`config.mk`:
```
export PLATFORM = sky130hd
export DESIGN_NAME = turing_machine_run_and_count_top_flat
export DESIGN_NICKNAME = d
export VERILOG_FILES = /design/src/hdl/tmrc_pkg.sv /design/src/hdl/tmrc_req_if.sv /design/src/hdl/tmrc_rsp_if.sv /design/src/hdl/turing_machine_run_and_count_top.sv /design/src/hdl/tmrc_rule_sel.sv /design/src/flat_wrapper.sv
export SDC_FILE = /design/constraint.sdc
export NUM_CORES = 1
export LEC_CHECK = 0
export ABC_AREA = 1
export ABC_CLOCK_PERIOD_IN_PS = 5700
export BUFFER_PORTS_ARGS = -buffer_cell sky130_fd_sc_hd__clkbuf_2
export CORE_UTILIZATION = 40
export DETAILED_ROUTE_END_ITERATION = 12
export GPL_TIMING_DRIVEN = 0
export PLACE_DENSITY = 0.6
export SYNTH_ARGS = -nofsm -noshare
export SYNTH_HDL_FRONTEND = slang
export SYNTH_SLANG_ARGS = --single-unit
```
`constraint.sdc`:
```
create_clock -name clock -period 5.7 [get_ports clock]
set_input_delay 0.285 -clock clock [delete_from_list [all_inputs] [get_ports clock]]
set_output_delay 0.285 -clock clock [all_outputs]
set_load 0.01 [all_outputs]
```
`src/hdl/tmrc_pkg.sv`:
```
// Shared constants, types and helpers for the Turing machine run-and-count block.
`timescale 1ns / 1ps

package tmrc_pkg;

   // Tape and rule table sizes.
   localparam int TAPE_CELLS = 64;
   localparam int RULE_SLOTS = 8;

   // Derived widths.
   localparam int POS_W      = $clog2(TAPE_CELLS);
   localparam int RCNT_W     = $clog2(RULE_SLOTS + 1);
   localparam int CHUNK_BITS = 8;
   localparam int CHUNKS     = (TAPE_CELLS + CHUNK_BITS - 1) / CHUNK_BITS;
   localparam int CHUNK_W    = $clog2(CHUNKS + 1);

   // Fixed field widths of the channels.
   localparam int RULE_W       = 8;
   localparam int RULE_FIELDS  = 8;
   localparam int RCOUNT_W     = 4;
   localparam int STATUS_W     = 2;
   localparam int ONES_W       = 7;
   localparam int STEPS_W      = 8;
   localparam int CSR_INDEX_W  = 1;
   localparam int CSR_DATA_W   = 8;
   localparam int START_W      = 6;

   // Configuration register indexes.
   localparam logic [CSR_INDEX_W-1:0] CSR_STEP_LIMIT = 1'd0;
   localparam logic [CSR_INDEX_W-1:0] CSR_START_CELL = 1'd1;

   // Configuration reset values.
   localparam logic [STEPS_W-1:0] STEP_LIMIT_RESET = 8'd128;
   localparam logic [START_W-1:0] START_CELL_RESET = 6'd31;

   // Result status codes.
   localparam logic [STATUS_W-1:0] STATUS_HALTED  = 2'd0;
   localparam logic [STATUS_W-1:0] STATUS_LIMIT   = 2'd1;
   localparam logic [STATUS_W-1:0] STATUS_OFFTAPE = 2'd2;

   // Next-state code that stops the machine.
   localparam logic [2:0] HALT_CODE = 3'd4;

   typedef logic [RULE_W-1:0] rule_type;
   typedef rule_type [RULE_SLOTS-1:0] rule_array_type;

   // Decoded action of the rule chosen for one transition.
   typedef struct packed {
      logic [2:0] next_code;
      logic       write_sym;
      logic       move_right;
   } rule_action_type;

   function automatic logic [3:0] popcount8(input logic [CHUNK_BITS-1:0] bits);
      logic [3:0] n;
      n = '0;
      for (int i = 0; i < CHUNK_BITS; i++) begin
         n = n + 4'(bits[i]);
      end
      return n;
   endfunction

endpackage

```
`src/hdl/tmrc_req_if.sv`:
```
// Request channel carrying one candidate machine.
`timescale 1ns / 1ps

interface tmrc_req_if;
   logic       valid;
   logic       ready;
   logic [7:0] rule_0;
   logic [7:0] rule_1;
   logic [7:0] rule_2;
   logic [7:0] rule_3;
   logic [7:0] rule_4;
   logic [7:0] rule_5;
   logic [7:0] rule_6;
   logic [7:0] rule_7;
   logic [3:0] rule_count;

   modport source (
      output valid, rule_0, rule_1, rule_2, rule_3, rule_4, rule_5, rule_6, rule_7,
             rule_count,
      input  ready
   );

   modport sink (
      input  valid, rule_0, rule_1, rule_2, rule_3, rule_4, rule_5, rule_6, rule_7,
             rule_count,
      output ready
   );
endinterface

```
`src/hdl/tmrc_rsp_if.sv`:
```
// Response channel carrying the outcome of one run.
`timescale 1ns / 1ps

interface tmrc_rsp_if;
   logic       valid;
   logic       ready;
   logic [1:0] status;
   logic [6:0] ones_count;
   logic [7:0] steps_run;

   modport source (
      output valid, status, ones_count, steps_run,
      input  ready
   );

   modport sink (
      input  valid, status, ones_count, steps_run,
      output ready
   );
endinterface

```
`src/hdl/turing_machine_run_and_count_top.sv`:
```
// Top level: runs one candidate Turing machine on a blank tape and reports the outcome.
`timescale 1ns / 1ps

// Channel  Direction  Contents
// req      in         rule_0..rule_7 (8 b each), rule_count (4 b)
// rsp      out        status (2 b), ones_count (7 b), steps_run (8 b)
// csr      in         csr_write_en, csr_index (1 b), csr_write_data (8 b)
//
// One machine transition per cycle in the run loop, after a setup-free accept in idle;
// the result is then posted from the post state.
// A halted machine first passes through the count state for the ones count,
// which a shared 8-bit popcount adder works through one chunk a cycle.
// req.ready is high only while the sequencer is idle; a posted result waits in the
// rsp register while the next machine is taken. Reset is synchronous and active high.

module turing_machine_run_and_count_top (
   input  logic                                   clock,
   input  logic                                   reset,
   tmrc_req_if.sink                               req,
   tmrc_rsp_if.source                             rsp,
   input  logic                                   csr_write_en,
   input  logic [tmrc_pkg::CSR_INDEX_W-1:0]       csr_index,
   input  logic [tmrc_pkg::CSR_DATA_W-1:0]        csr_write_data
);

   localparam logic [1:0] S_IDLE  = 2'd0;
   localparam logic [1:0] S_RUN   = 2'd1;
   localparam logic [1:0] S_COUNT = 2'd2;
   localparam logic [1:0] S_POST  = 2'd3;

   localparam int TAPE_LAST = tmrc_pkg::TAPE_CELLS - 1;

   logic [1:0] ctl_ff, ctl_in;
   logic       rsp_valid_ff, rsp_valid_in;

   logic [tmrc_pkg::STEPS_W-1:0] step_limit_ff, step_limit_in;
   logic [tmrc_pkg::START_W-1:0] start_cell_ff, start_cell_in;

   tmrc_pkg::rule_array_type     rules_ff, rules_in;
   logic [tmrc_pkg::RCNT_W-1:0]  nrules_ff, nrules_in;
   logic [tmrc_pkg::STEPS_W-1:0] limit_ff, limit_in;
   logic [tmrc_pkg::POS_W-1:0]   pos_ff, pos_in;
   logic [1:0]                   mach_ff, mach_in;
   logic [tmrc_pkg::STEPS_W-1:0] steps_ff, steps_in;
   logic [TAPE_LAST:0]           tape_ff, tape_in;
   logic [tmrc_pkg::ONES_W-1:0]  ones_ff, ones_in;
   logic [tmrc_pkg::CHUNK_W-1:0] chunk_ff, chunk_in;
   logic [tmrc_pkg::STATUS_W-1:0] status_ff, status_in;

   logic [tmrc_pkg::STATUS_W-1:0] out_status_ff, out_status_in;
   logic [tmrc_pkg::ONES_W-1:0]   out_ones_ff, out_ones_in;
   logic [tmrc_pkg::STEPS_W-1:0]  out_steps_ff, out_steps_in;

   tmrc_pkg::rule_type [tmrc_pkg::RULE_FIELDS-1:0] req_rules;
   tmrc_pkg::rule_action_type action;
   logic [tmrc_pkg::STEPS_W-1:0] steps_next;
   logic offtape;

   assign req_rules = {req.rule_7, req.rule_6, req.rule_5, req.rule_4,
                       req.rule_3, req.rule_2, req.rule_1, req.rule_0};

   tmrc_rule_sel u_rule_sel (
      .rules      (rules_ff),
      .rule_count (nrules_ff),
      .mach_state (mach_ff),
      .read_sym   (tape_ff[pos_ff]),
      .action     (action)
   );

   assign steps_next = steps_ff + 8'd1;
   assign offtape    = action.move_right ? (pos_ff == tmrc_pkg::POS_W'(TAPE_LAST))
                                         : (pos_ff == '0);

   assign req.ready      = (ctl_ff == S_IDLE);
   assign rsp.valid      = rsp_valid_ff;
   assign rsp.status     = out_status_ff;
   assign rsp.ones_count = out_ones_ff;
   assign rsp.steps_run  = out_steps_ff;

   // Configuration writes.
   always_comb begin
      step_limit_in = step_limit_ff;
      start_cell_in = start_cell_ff;
      if (csr_write_en) begin
         unique case (csr_index)
            tmrc_pkg::CSR_STEP_LIMIT: step_limit_in = csr_write_data;
            tmrc_pkg::CSR_START_CELL: start_cell_in = csr_write_data[tmrc_pkg::START_W-1:0];
            default: ;
         endcase
      end
   end

   // Sequencer.
   always_comb begin
      ctl_in        = ctl_ff;
      rsp_valid_in  = rsp_valid_ff && !rsp.ready;
      rules_in      = rules_ff;
      nrules_in     = nrules_ff;
      limit_in      = limit_ff;
      pos_in        = pos_ff;
      mach_in       = mach_ff;
      steps_in      = steps_ff;
      tape_in       = tape_ff;
      ones_in       = ones_ff;
      chunk_in      = chunk_ff;
      status_in     = status_ff;
      out_status_in = out_status_ff;
      out_ones_in   = out_ones_ff;
      out_steps_in  = out_steps_ff;

      unique case (ctl_ff)
         S_IDLE: begin
            if (req.valid) begin
               for (int i = 0; i < tmrc_pkg::RULE_SLOTS; i++) begin
                  rules_in[i] = req_rules[i];
               end
               if (req.rule_count == '0) begin
                  nrules_in = tmrc_pkg::RCNT_W'(1);
               end else if (int'(req.rule_count) > tmrc_pkg::RULE_SLOTS) begin
                  nrules_in = tmrc_pkg::RCNT_W'(tmrc_pkg::RULE_SLOTS);
               end else begin
                  nrules_in = tmrc_pkg::RCNT_W'(req.rule_count);
               end
               limit_in = (step_limit_ff == '0) ? 8'd1 : step_limit_ff;
               if (int'(start_cell_ff) > TAPE_LAST) begin
                  pos_in = tmrc_pkg::POS_W'(TAPE_LAST);
               end else begin
                  pos_in = tmrc_pkg::POS_W'(start_cell_ff);
               end
               mach_in  = '0;
               steps_in = '0;
               tape_in  = '0;
               ones_in  = '0;
               ctl_in   = S_RUN;
            end
         end
         S_RUN: begin
            tape_in[pos_ff] = action.write_sym;
            steps_in        = steps_next;
            if (offtape) begin
               status_in = tmrc_pkg::STATUS_OFFTAPE;
               ctl_in    = S_POST;
            end else begin
               pos_in = action.move_right ? pos_ff + 1'b1 : pos_ff - 1'b1;
               if (action.next_code == tmrc_pkg::HALT_CODE) begin
                  status_in = tmrc_pkg::STATUS_HALTED;
                  chunk_in  = tmrc_pkg::CHUNK_W'(tmrc_pkg::CHUNKS);
                  ctl_in    = S_COUNT;
               end else begin
                  mach_in = action.next_code[1:0];
                  if (steps_next == limit_ff) begin
                     status_in = tmrc_pkg::STATUS_LIMIT;
                     ctl_in    = S_POST;
                  end
               end
            end
         end
         S_COUNT: begin
            // The tape drains eight cells a cycle through the popcount adder.
            ones_in  = ones_ff + tmrc_pkg::ONES_W'(tmrc_pkg::popcount8(
                          tape_ff[tmrc_pkg::CHUNK_BITS-1:0]));
            tape_in  = tape_ff >> tmrc_pkg::CHUNK_BITS;
            chunk_in = chunk_ff - 1'b1;
            if (chunk_ff == tmrc_pkg::CHUNK_W'(1)) begin
               ctl_in = S_POST;
            end
         end
         S_POST: begin
            // Wait here only if the previous result has not been transferred yet.
            if (!rsp_valid_ff || rsp.ready) begin
               out_status_in = status_ff;
               out_ones_in   = ones_ff;
               out_steps_in  = steps_ff;
               rsp_valid_in  = 1'b1;
               ctl_in        = S_IDLE;
            end
         end
         default: ctl_in = S_IDLE;
      endcase
   end

   always_ff @(posedge clock) begin
      if (reset) begin
         ctl_ff        <= S_IDLE;
         rsp_valid_ff  <= 1'b0;
         step_limit_ff <= tmrc_pkg::STEP_LIMIT_RESET;
         start_cell_ff <= tmrc_pkg::START_CELL_RESET;
      end else begin
         ctl_ff        <= ctl_in;
         rsp_valid_ff  <= rsp_valid_in;
         step_limit_ff <= step_limit_in;
         start_cell_ff <= start_cell_in;
      end
   end

   always_ff @(posedge clock) begin
      rules_ff      <= rules_in;
      nrules_ff     <= nrules_in;
      limit_ff      <= limit_in;
      pos_ff        <= pos_in;
      mach_ff       <= mach_in;
      steps_ff      <= steps_in;
      tape_ff       <= tape_in;
      ones_ff       <= ones_in;
      chunk_ff      <= chunk_in;
      status_ff     <= status_in;
      out_status_ff <= out_status_in;
      out_ones_ff   <= out_ones_in;
      out_steps_ff  <= out_steps_in;
   end

endmodule

```
`src/hdl/tmrc_rule_sel.sv`:
```
// Priority rule matcher: picks the first rule in use that fits state and symbol.
`timescale 1ns / 1ps

module tmrc_rule_sel (
   input  tmrc_pkg::rule_array_type              rules,
   input  logic [tmrc_pkg::RCNT_W-1:0]           rule_count,
   input  logic [1:0]                            mach_state,
   input  logic                                  read_sym,
   output tmrc_pkg::rule_action_type             action
);

   tmrc_pkg::rule_type chosen;

   always_comb begin
      chosen = '0;
      // Fallback is the last rule in use.
      for (int i = 0; i < tmrc_pkg::RULE_SLOTS; i++) begin
         if (tmrc_pkg::RCNT_W'(i + 1) == rule_count) begin
            chosen = rules[i];
         end
      end
      // Walk from the top down so that the lowest matching rule wins.
      for (int i = tmrc_pkg::RULE_SLOTS - 1; i >= 0; i--) begin
         if ((tmrc_pkg::RCNT_W'(i) < rule_count) &&
             (rules[i][7:6] == mach_state) && (rules[i][5] == read_sym)) begin
            chosen = rules[i];
         end
      end
   end

   assign action.next_code  = chosen[4:2];
   assign action.write_sym  = chosen[1];
   assign action.move_right = chosen[0];

endmodule
```
`src/flat_wrapper.sv`:
```
// flat-port wrapper written by rule: the top's interface ports become plain ports
module turing_machine_run_and_count_top_flat 
  (clock, reset, csr_write_en, csr_index, csr_write_data, req_valid, req_rule_0, req_rule_1, req_rule_2, req_rule_3, req_rule_4, req_rule_5, req_rule_6, req_rule_7, req_rule_count, req_ready, rsp_valid, rsp_status, rsp_ones_count, rsp_steps_run, rsp_ready);
  tmrc_req_if req_i ();
  tmrc_rsp_if rsp_i ();
  input  logic clock;
  input  logic reset;
  input  logic csr_write_en;
  input  logic [tmrc_pkg::CSR_INDEX_W-1:0] csr_index;
  input  logic [tmrc_pkg::CSR_DATA_W-1:0] csr_write_data;
  input wire logic [$bits(req_i.valid)-1:0] req_valid;
  input wire logic [$bits(req_i.rule_0)-1:0] req_rule_0;
  input wire logic [$bits(req_i.rule_1)-1:0] req_rule_1;
  input wire logic [$bits(req_i.rule_2)-1:0] req_rule_2;
  input wire logic [$bits(req_i.rule_3)-1:0] req_rule_3;
  input wire logic [$bits(req_i.rule_4)-1:0] req_rule_4;
  input wire logic [$bits(req_i.rule_5)-1:0] req_rule_5;
  input wire logic [$bits(req_i.rule_6)-1:0] req_rule_6;
  input wire logic [$bits(req_i.rule_7)-1:0] req_rule_7;
  input wire logic [$bits(req_i.rule_count)-1:0] req_rule_count;
  output wire logic [$bits(req_i.ready)-1:0] req_ready;
  output wire logic [$bits(rsp_i.valid)-1:0] rsp_valid;
  output wire logic [$bits(rsp_i.status)-1:0] rsp_status;
  output wire logic [$bits(rsp_i.ones_count)-1:0] rsp_ones_count;
  output wire logic [$bits(rsp_i.steps_run)-1:0] rsp_steps_run;
  input wire logic [$bits(rsp_i.ready)-1:0] rsp_ready;
  assign req_i.valid = req_valid;
  assign req_i.rule_0 = req_rule_0;
  assign req_i.rule_1 = req_rule_1;
  assign req_i.rule_2 = req_rule_2;
  assign req_i.rule_3 = req_rule_3;
  assign req_i.rule_4 = req_rule_4;
  assign req_i.rule_5 = req_rule_5;
  assign req_i.rule_6 = req_rule_6;
  assign req_i.rule_7 = req_rule_7;
  assign req_i.rule_count = req_rule_count;
  assign req_ready = req_i.ready;
  assign rsp_valid = rsp_i.valid;
  assign rsp_status = rsp_i.status;
  assign rsp_ones_count = rsp_i.ones_count;
  assign rsp_steps_run = rsp_i.steps_run;
  assign rsp_i.ready = rsp_ready;
  turing_machine_run_and_count_top u_core (.clock(clock), .reset(reset), .req(req_i), .rsp(rsp_i), .csr_write_en(csr_write_en), .csr_index(csr_index), .csr_write_data(csr_write_data));
endmodule
```
# ---- Word level (Yosys, flattened, before mapping)
# Cells that the tools add are included.
dict set report totals {
  register_bits 203
  latch_bits 0
  ramBits 0
  mem_bits_ro 0
  inputBits 82
  word_cells 183
  memories 0
}
dict set report classes {
  add_sub_neg 12
  n_mul 0
  div_mod_pow 0
  order_cmp 11
  n_eq_ne 38
  shift 0
  muxes 51
  n_bitwise 1
  n_reduce_logical 44
}
# cell count
set ops {}
lappend ops {{one-hot mux 64 bit (3 select lines)} 1}
lappend ops {{two-way mux 5 bit} 16}
lappend ops {{bitwise mux 64 bit} 1}
lappend ops {{two-way mux 64 bit} 1}
lappend ops {{adder 4 x 1 -> 4 bit} 6}
lappend ops {{two-way mux 2 bit} 11}
lappend ops {{logical AND 1 bit} 18}
lappend ops {{two-way mux 6 bit} 3}
lappend ops {{== test 2 bit} 8}
lappend ops {{== test 3 x 4 -> 1 bit (first input constant)} 4}
lappend ops {{< comparator 3 x 4 -> 1 bit (first input constant)} 4}
lappend ops {{one-hot mux 8 bit (2 select lines)} 1}
lappend ops {{AND reduction 2 bit} 8}
lappend ops {{one-hot mux 7 bit (2 select lines)} 1}
lappend ops {{two-way mux 4 bit} 3}
lappend ops {{one-hot mux 6 bit (2 select lines)} 1}
lappend ops {{adder 8 x 1 -> 8 bit (second input constant)} 1}
lappend ops {{== test 1 bit} 8}
lappend ops {{== test 2 x 4 -> 1 bit (first input constant)} 2}
lappend ops {{== test 8 bit} 1}
lappend ops {{zero test 8 bit} 1}
lappend ops {{< comparator 1 x 4 -> 1 bit (first input constant)} 2}
lappend ops {{< comparator 2 x 4 -> 1 bit (first input constant)} 2}
lappend ops {{two-way mux 8 bit} 1}
lappend ops {{other kinds (36)} 52}

# ---- Longest topological paths before layout
dict set report depth {
  depth_word 21
  mapped_depth 35
  ltp_nobuf 33
}

# ---- By module
# Synthesis repeated with hierarchy kept, for this count alone.
dict set report unflattened {
  hier_cells 1208
  area_unflattened_um2 10956.8
}
# module instances cells_per_inst area_per_inst_um2 seq_area_each_um2
set modules_own_cells {}
lappend modules_own_cells {turing_machine_run_and_count_top 1 950 9713.1 5925.7}
lappend modules_own_cells {tmrc_rule_sel 1 258 1243.7 0.0}

# ---- Worst setup path before layout
# No wires, ideal clock.
dict set report synth_path {
  kind {reg-to-reg}
  from {register u_core.ctl_ff[0]}
  to {register u_core.tape_ff[0], enable pin}
  setup_ps 574
  arrival_time_ps 5521
  setup_slack_ps -395
  stages_incl_launch_ff 6
  path_buffers 1
  cell_sequence {dfxtp_1 > inv_1 > ha_1 > inv_1 > clkbuf_1 > o21ai_0}
}
dict set report synth_between {
  elab_chain_cells 3
}
# item line_no
set synth_lines {}
lappend synth_lines {{from (decl)} turing_machine_run_and_count_top.sv:33} ;# logic [1:0] ctl_ff, ctl_in;
lappend synth_lines {{from (signal assigned)} turing_machine_run_and_count_top.sv:189} ;# ctl_ff <= ctl_in;
lappend synth_lines {{== test 2 x 1 -> 1 bit, or another cell as far along} turing_machine_run_and_count_top.sv:111} ;# unique case (ctl_ff)
lappend synth_lines {{nonzero test 3 bit (no line) or != test 2 bit (tied branches)} --}
lappend synth_lines {{AND reduction 2 bit (no line) *} --}
lappend synth_lines {{to (signal assigned)} turing_machine_run_and_count_top.sv:203} ;# tape_ff <= tape_in;
lappend synth_lines {{to (decl)} turing_machine_run_and_count_top.sv:45} ;# logic [TAPE_LAST:0] tape_ff, tape_in;
# Every way passes the cells marked *; elsewhere a longest branch is shown, timed or not.
# A chain may end at the register's enable or synchronous reset.

# ---- Final worst setup path
dict set report layout_path {
  from {register u_core.pos_ff[1] (netlist bit)}
  to {register u_core.mach_ff[1], enable pin}
}
dict set report layout_between {
  elab_chain_cells 15
}
# item line_no
set layout_lines {}
lappend layout_lines {{from (decl)} turing_machine_run_and_count_top.sv:42} ;# logic [tmrc_pkg::POS_W-1:0] pos_ff, pos_in;
lappend layout_lines {{from (signal assigned)} turing_machine_run_and_count_top.sv:200} ;# pos_ff <= pos_in;
lappend layout_lines {{binary-select mux 1 bit (select 6 bit)} turing_machine_run_and_count_top.sv:66} ;# .read_sym (tape_ff[pos_ff]),
lappend layout_lines {{two-way mux 1 bit (implied by the code)} turing_machine_run_and_count_top.sv:66}
lappend layout_lines {{== test 1 bit} tmrc_rule_sel.sv:25} ;# (rules[i][7:6] == mach_state) && (rules[i][5] == read_sym)) begin
lappend layout_lines {{logical AND 1 bit} tmrc_rule_sel.sv:25}
lappend layout_lines {{two-way mux 5 bit (8 in series)} tmrc_rule_sel.sv:24} ;# if ((tmrc_pkg::RCNT_W'(i) < rule_count) &&
lappend layout_lines {{== test 3 bit or two-way mux 1 bit (tied branches)} {turing_machine_run_and_count_top.sv:145, turing_machine_run_and_count_top.sv:71}}
lappend layout_lines {{!= test 2 bit (no line)} --}
lappend layout_lines {{AND reduction 4 bit (no line) *} --}
lappend layout_lines {{to (signal assigned)} turing_machine_run_and_count_top.sv:201} ;# mach_ff <= mach_in;
lappend layout_lines {{to (decl)} turing_machine_run_and_count_top.sv:43} ;# logic [1:0] mach_ff, mach_in;
# Every way passes the cells marked *; elsewhere a longest branch is shown, timed or not. The select of a mux whose other input is x is not followed.

==> qor.csv <==
metric,value,unit
status,"complete, no violations",
Setup TNS,0,ns
area of the core,27900,um^2
Reg area,5930,um^2
Boundary Pins,101,
Fmax,0.243,GHz
post-detail-place hpwl,22.2,mm
largest net degree at the start of global routing,77,
drt via density,5.04,
compound-cell area share of the yosys netlist,7.87,%
clk_lat worst skew,0.52,ns
Final GP Congestion,0.916,
RSZ-0062 raised after global routing,false,
Min-Delay Path Class,input port to flip-flop,
Clock Power Share,19.2,%
Die W,171,um
slew at the pin closest to its max-slew limit,1.27,ns
Final Core Density,50.4,%
Final #Nets,1718,
Syn Nets,1516,
clock buffer depth,3,
GRT Residual Overflow,0,
Total GRT Usage,22.5,%
Starting Density,40.9,%
Clock Skews,0.00921,ns
Seq pwr share,29.7,%
Seq cells post-synth,203,
Commonest cells post-synth,"nand2_1 (478), nor2_1 (252), edfxtp_1 (186), inv_1 (110), a21oi_1 (95)",
Synth area leaders,"edfxtp_1 (49%), nand2_1 (16%), nor2_1 (8.3%)",
Synth Flop Type,edfxtp_1,
DRT Pass-1 Iters,5,
met2 Usage GRT,38.5,%
"antenna viol nets, final",0,
Tmin final,4.12,ns
area occupied by multi-input gates,4790,um^2
area grow syn2layout,23.4,%
Net Sw Frac,46.9,%
n_diodes,0,
Crit Path Max Fanout,10,
Startpoint Class,flip-flop,
row cnt,61,
Root Driver,clkbuf_16,
"Setup violations, final",0,
number of I/O port buffers,100,
Syn Area/Cell,8.05,um^2
Final Instance Count excl. Fillers,2011,
required time worst endpoint,5.93,ns
multiplexer area fraction after synthesis,0,%
Placed Cells,1896,
Num CTS Buffers,24,
Synth top area share,49.1,%
Mapped Area,11400,um^2
Die ar.,29100,um^2
adder-cell share of the synthesized area,2.53,%
GR Layer Usage met3,2.75,%
post-cts resize count,0,
first-pass GRT wire length,50.6,mm
Post-synth EDFFs,186,
DR WL/cell,16.1,um
most frequent cell after synthesis,nand2_1,
fraction of layout cells with a size suffix above 1,11.9,%
Setup CP Type,flip-flop to flip-flop,
simple-gate share of the synthesized area,29.3,%
CTS tree,built,
met1 Resource Use GR,30.0,%
Worst EP arrival,4.35,ns
Comb pwr share,51.2,%
# fillers,2637,
initial antenna violation count,0,
DR iter-0 viols,883,
xor-xnor portion of the synthesized cell area,2.23,%
Synth Warn #,0,
main combinational cell family by area after synthesis,simple AND/OR/NAND/NOR gates,
clock sink total,203,
post-synthesis sequential area ratio,52.1,%
Lkg Pwr,5.75,nW
Cell Pwr Density,625,nW/um^2
peak supply drop,0.277,mV
max_cap viols,0,
vias in the first global route,9570,
crit end category,flip-flop,
worst hold margin,0.0352,ns
Worst-path clk slew,0.07,ns
final hold violations,0,
Yosys top cell by area,edfxtp_1,
ys async rst share,0,%
DRT Wirelength,32.4,mm
GR peak layer,met2,
Power Internal,0.00466,W
Chip Height,171,um
H-tree depth,1,
switching power,0.00412,W
distinct cell type count of the synthesized netlist,46,
via count,10100,
Tcrit/Tclk final,72.3,%
post-route DRC violation count,0,
Relative slew margins,14.6,%
Max Slew Vio Count,0,
cell count after synthesis,1414,
==> cell families (layout without fill, tap and decap cells) <==
| family | count (synthesis) | count (layout) |
|---|---|---|
| compound gates | 166 | 166 |
| xor+xnor | 29 | 29 |
| simple gates | 829 | 829 |
| buf+inv | 167 | 386 |
| flops | 203 | 203 |
| fa+ha+maj | 20 | 20 |
==> metal layers <==
metal	share of wire, %	up-vias
li1	-	5017
met1	44	4698
met2	47	372
met3	6.6	43
met4	1.9	0
met5	0	-
==> cells in the final DEF, fill, tap and decap left out, types with 3 or more instances in the layout <==
cell / instances
o22ai_1: 7
ha_1: 15
clkbuf_2: 100
nand2_1: 478
clkinv_1: 3
clkbuf_1: 34
a31oi_1: 3
a211oi_1: 5
nand3_1: 43
nor3_1: 14
nand3b_1: 3
nand4_1: 9
nand3_2: 4
nor2_2: 4
a21oi_1: 94
buf_6: 4
o211ai_1: 4
edfxtp_1: 186
xor2_1: 17
bufinv_16: 3
clkbuf_16: 27
dfxtp_1: 17
nand2_4: 4
nor2_1: 252
inv_1: 109
o21ai_0: 42
fa_1: 5
or2_2: 3
buf_2: 12
inv_4: 5
dlygate4sd3_1: 72
nand2_2: 7
clkbuf_8: 4
xnor2_1: 12
==> area by class of cell <==
cell class | instances | share of cell area [%]
flip-flops and latches | 203 | 42.2
multi-input cells | 1044 | 34.1
repair buffers | 176 | 9.21
clock buffers | 31 | 5.20
well taps | 378 | 3.37
inverters | 115 | 3.11
plain buffers | 52 | 1.76
clock inverters | 12 | 1.05
==> metrics by stage <==
step	total power [W]	cell area [um^2]	setup WS, ns
floorplan	0.00562	11400	1.33
global placement	0.00692	12400	-0.793
detailed placement	0.00701	12400	1.63
CTS	0.00876	14000	1.62
global route	0.00938	14000	1.26
finish	0.00878	14000	1.58
==> what timing repair did <==
item / 4_1_cts / 5_1_grt
hold endpoints to repair: 73 / 0
buffers inserted: 0 / 0
endpoints found under the setup margin: 0 / 0
hold buffers: 72 / 0
==> state kept, by name (all words and copies together) (netlist names), 7 cells and up <==
signal,count
u_core.step_limit_ff,8
u_core.steps_ff,8
u_core.rsp.ones_count,7
u_core.rules_ff,64
u_core.tape_ff,64
u_core.rsp.steps_run,8
u_core.ones_ff,7
u_core.limit_ff,8
==> final timing paths <==
path / start / endpoint / slack [ns] / depth (start not counted)
max: u_core.pos_ff[1] / u_core.mach_ff[1] / 1.58 / 23
min: csr_write_data[5] / u_core.step_limit_ff[5] / 0.04 / 3
max reg2reg: u_core.pos_ff[1] / u_core.mach_ff[1] / 1.58 / 23
min reg2reg: u_core.status_ff[1] / u_core.rsp.status[1] / 0.42 / 0
==> power groups by stage <==
stage / sequential, W / clock (W) / combinational [W]
after floorplan: 0.00254 / 0 / 0.00308
after global placement: 0.00269 / 0 / 0.00423
after detailed placement: 0.00263 / 0 / 0.00438
after CTS: 0.00260 / 0.00172 / 0.00444
after global routing: 0.00265 / 0.00177 / 0.00496
final: 0.00261 / 0.00168 / 0.00449
==> critical path, stage by stage, from the launching register on <==
cell and delay [ns]:
edfxtp_1 0.45, inv_1 0.12, clkbuf_1 0.46, nand2_1 0.20, nand2_1 0.09, nand2_1 0.05
nand2_1 0.07, nand2_1 0.04, nand2_1 0.08, nor2_2 0.07, nand2_4 0.14, inv_2 0.09
or2_2 0.28, nand3_1 0.11, inv_1 0.14, a21oi_1 0.26, nand2_4 0.13, nand2_4 0.11
nand2_1 0.09, nand2_2 0.12, o21ai_0 0.09, inv_1 0.29, o21ai_0 0.22, inv_1 0.14
Note: power is estimated with default switching activity, not from simulation.
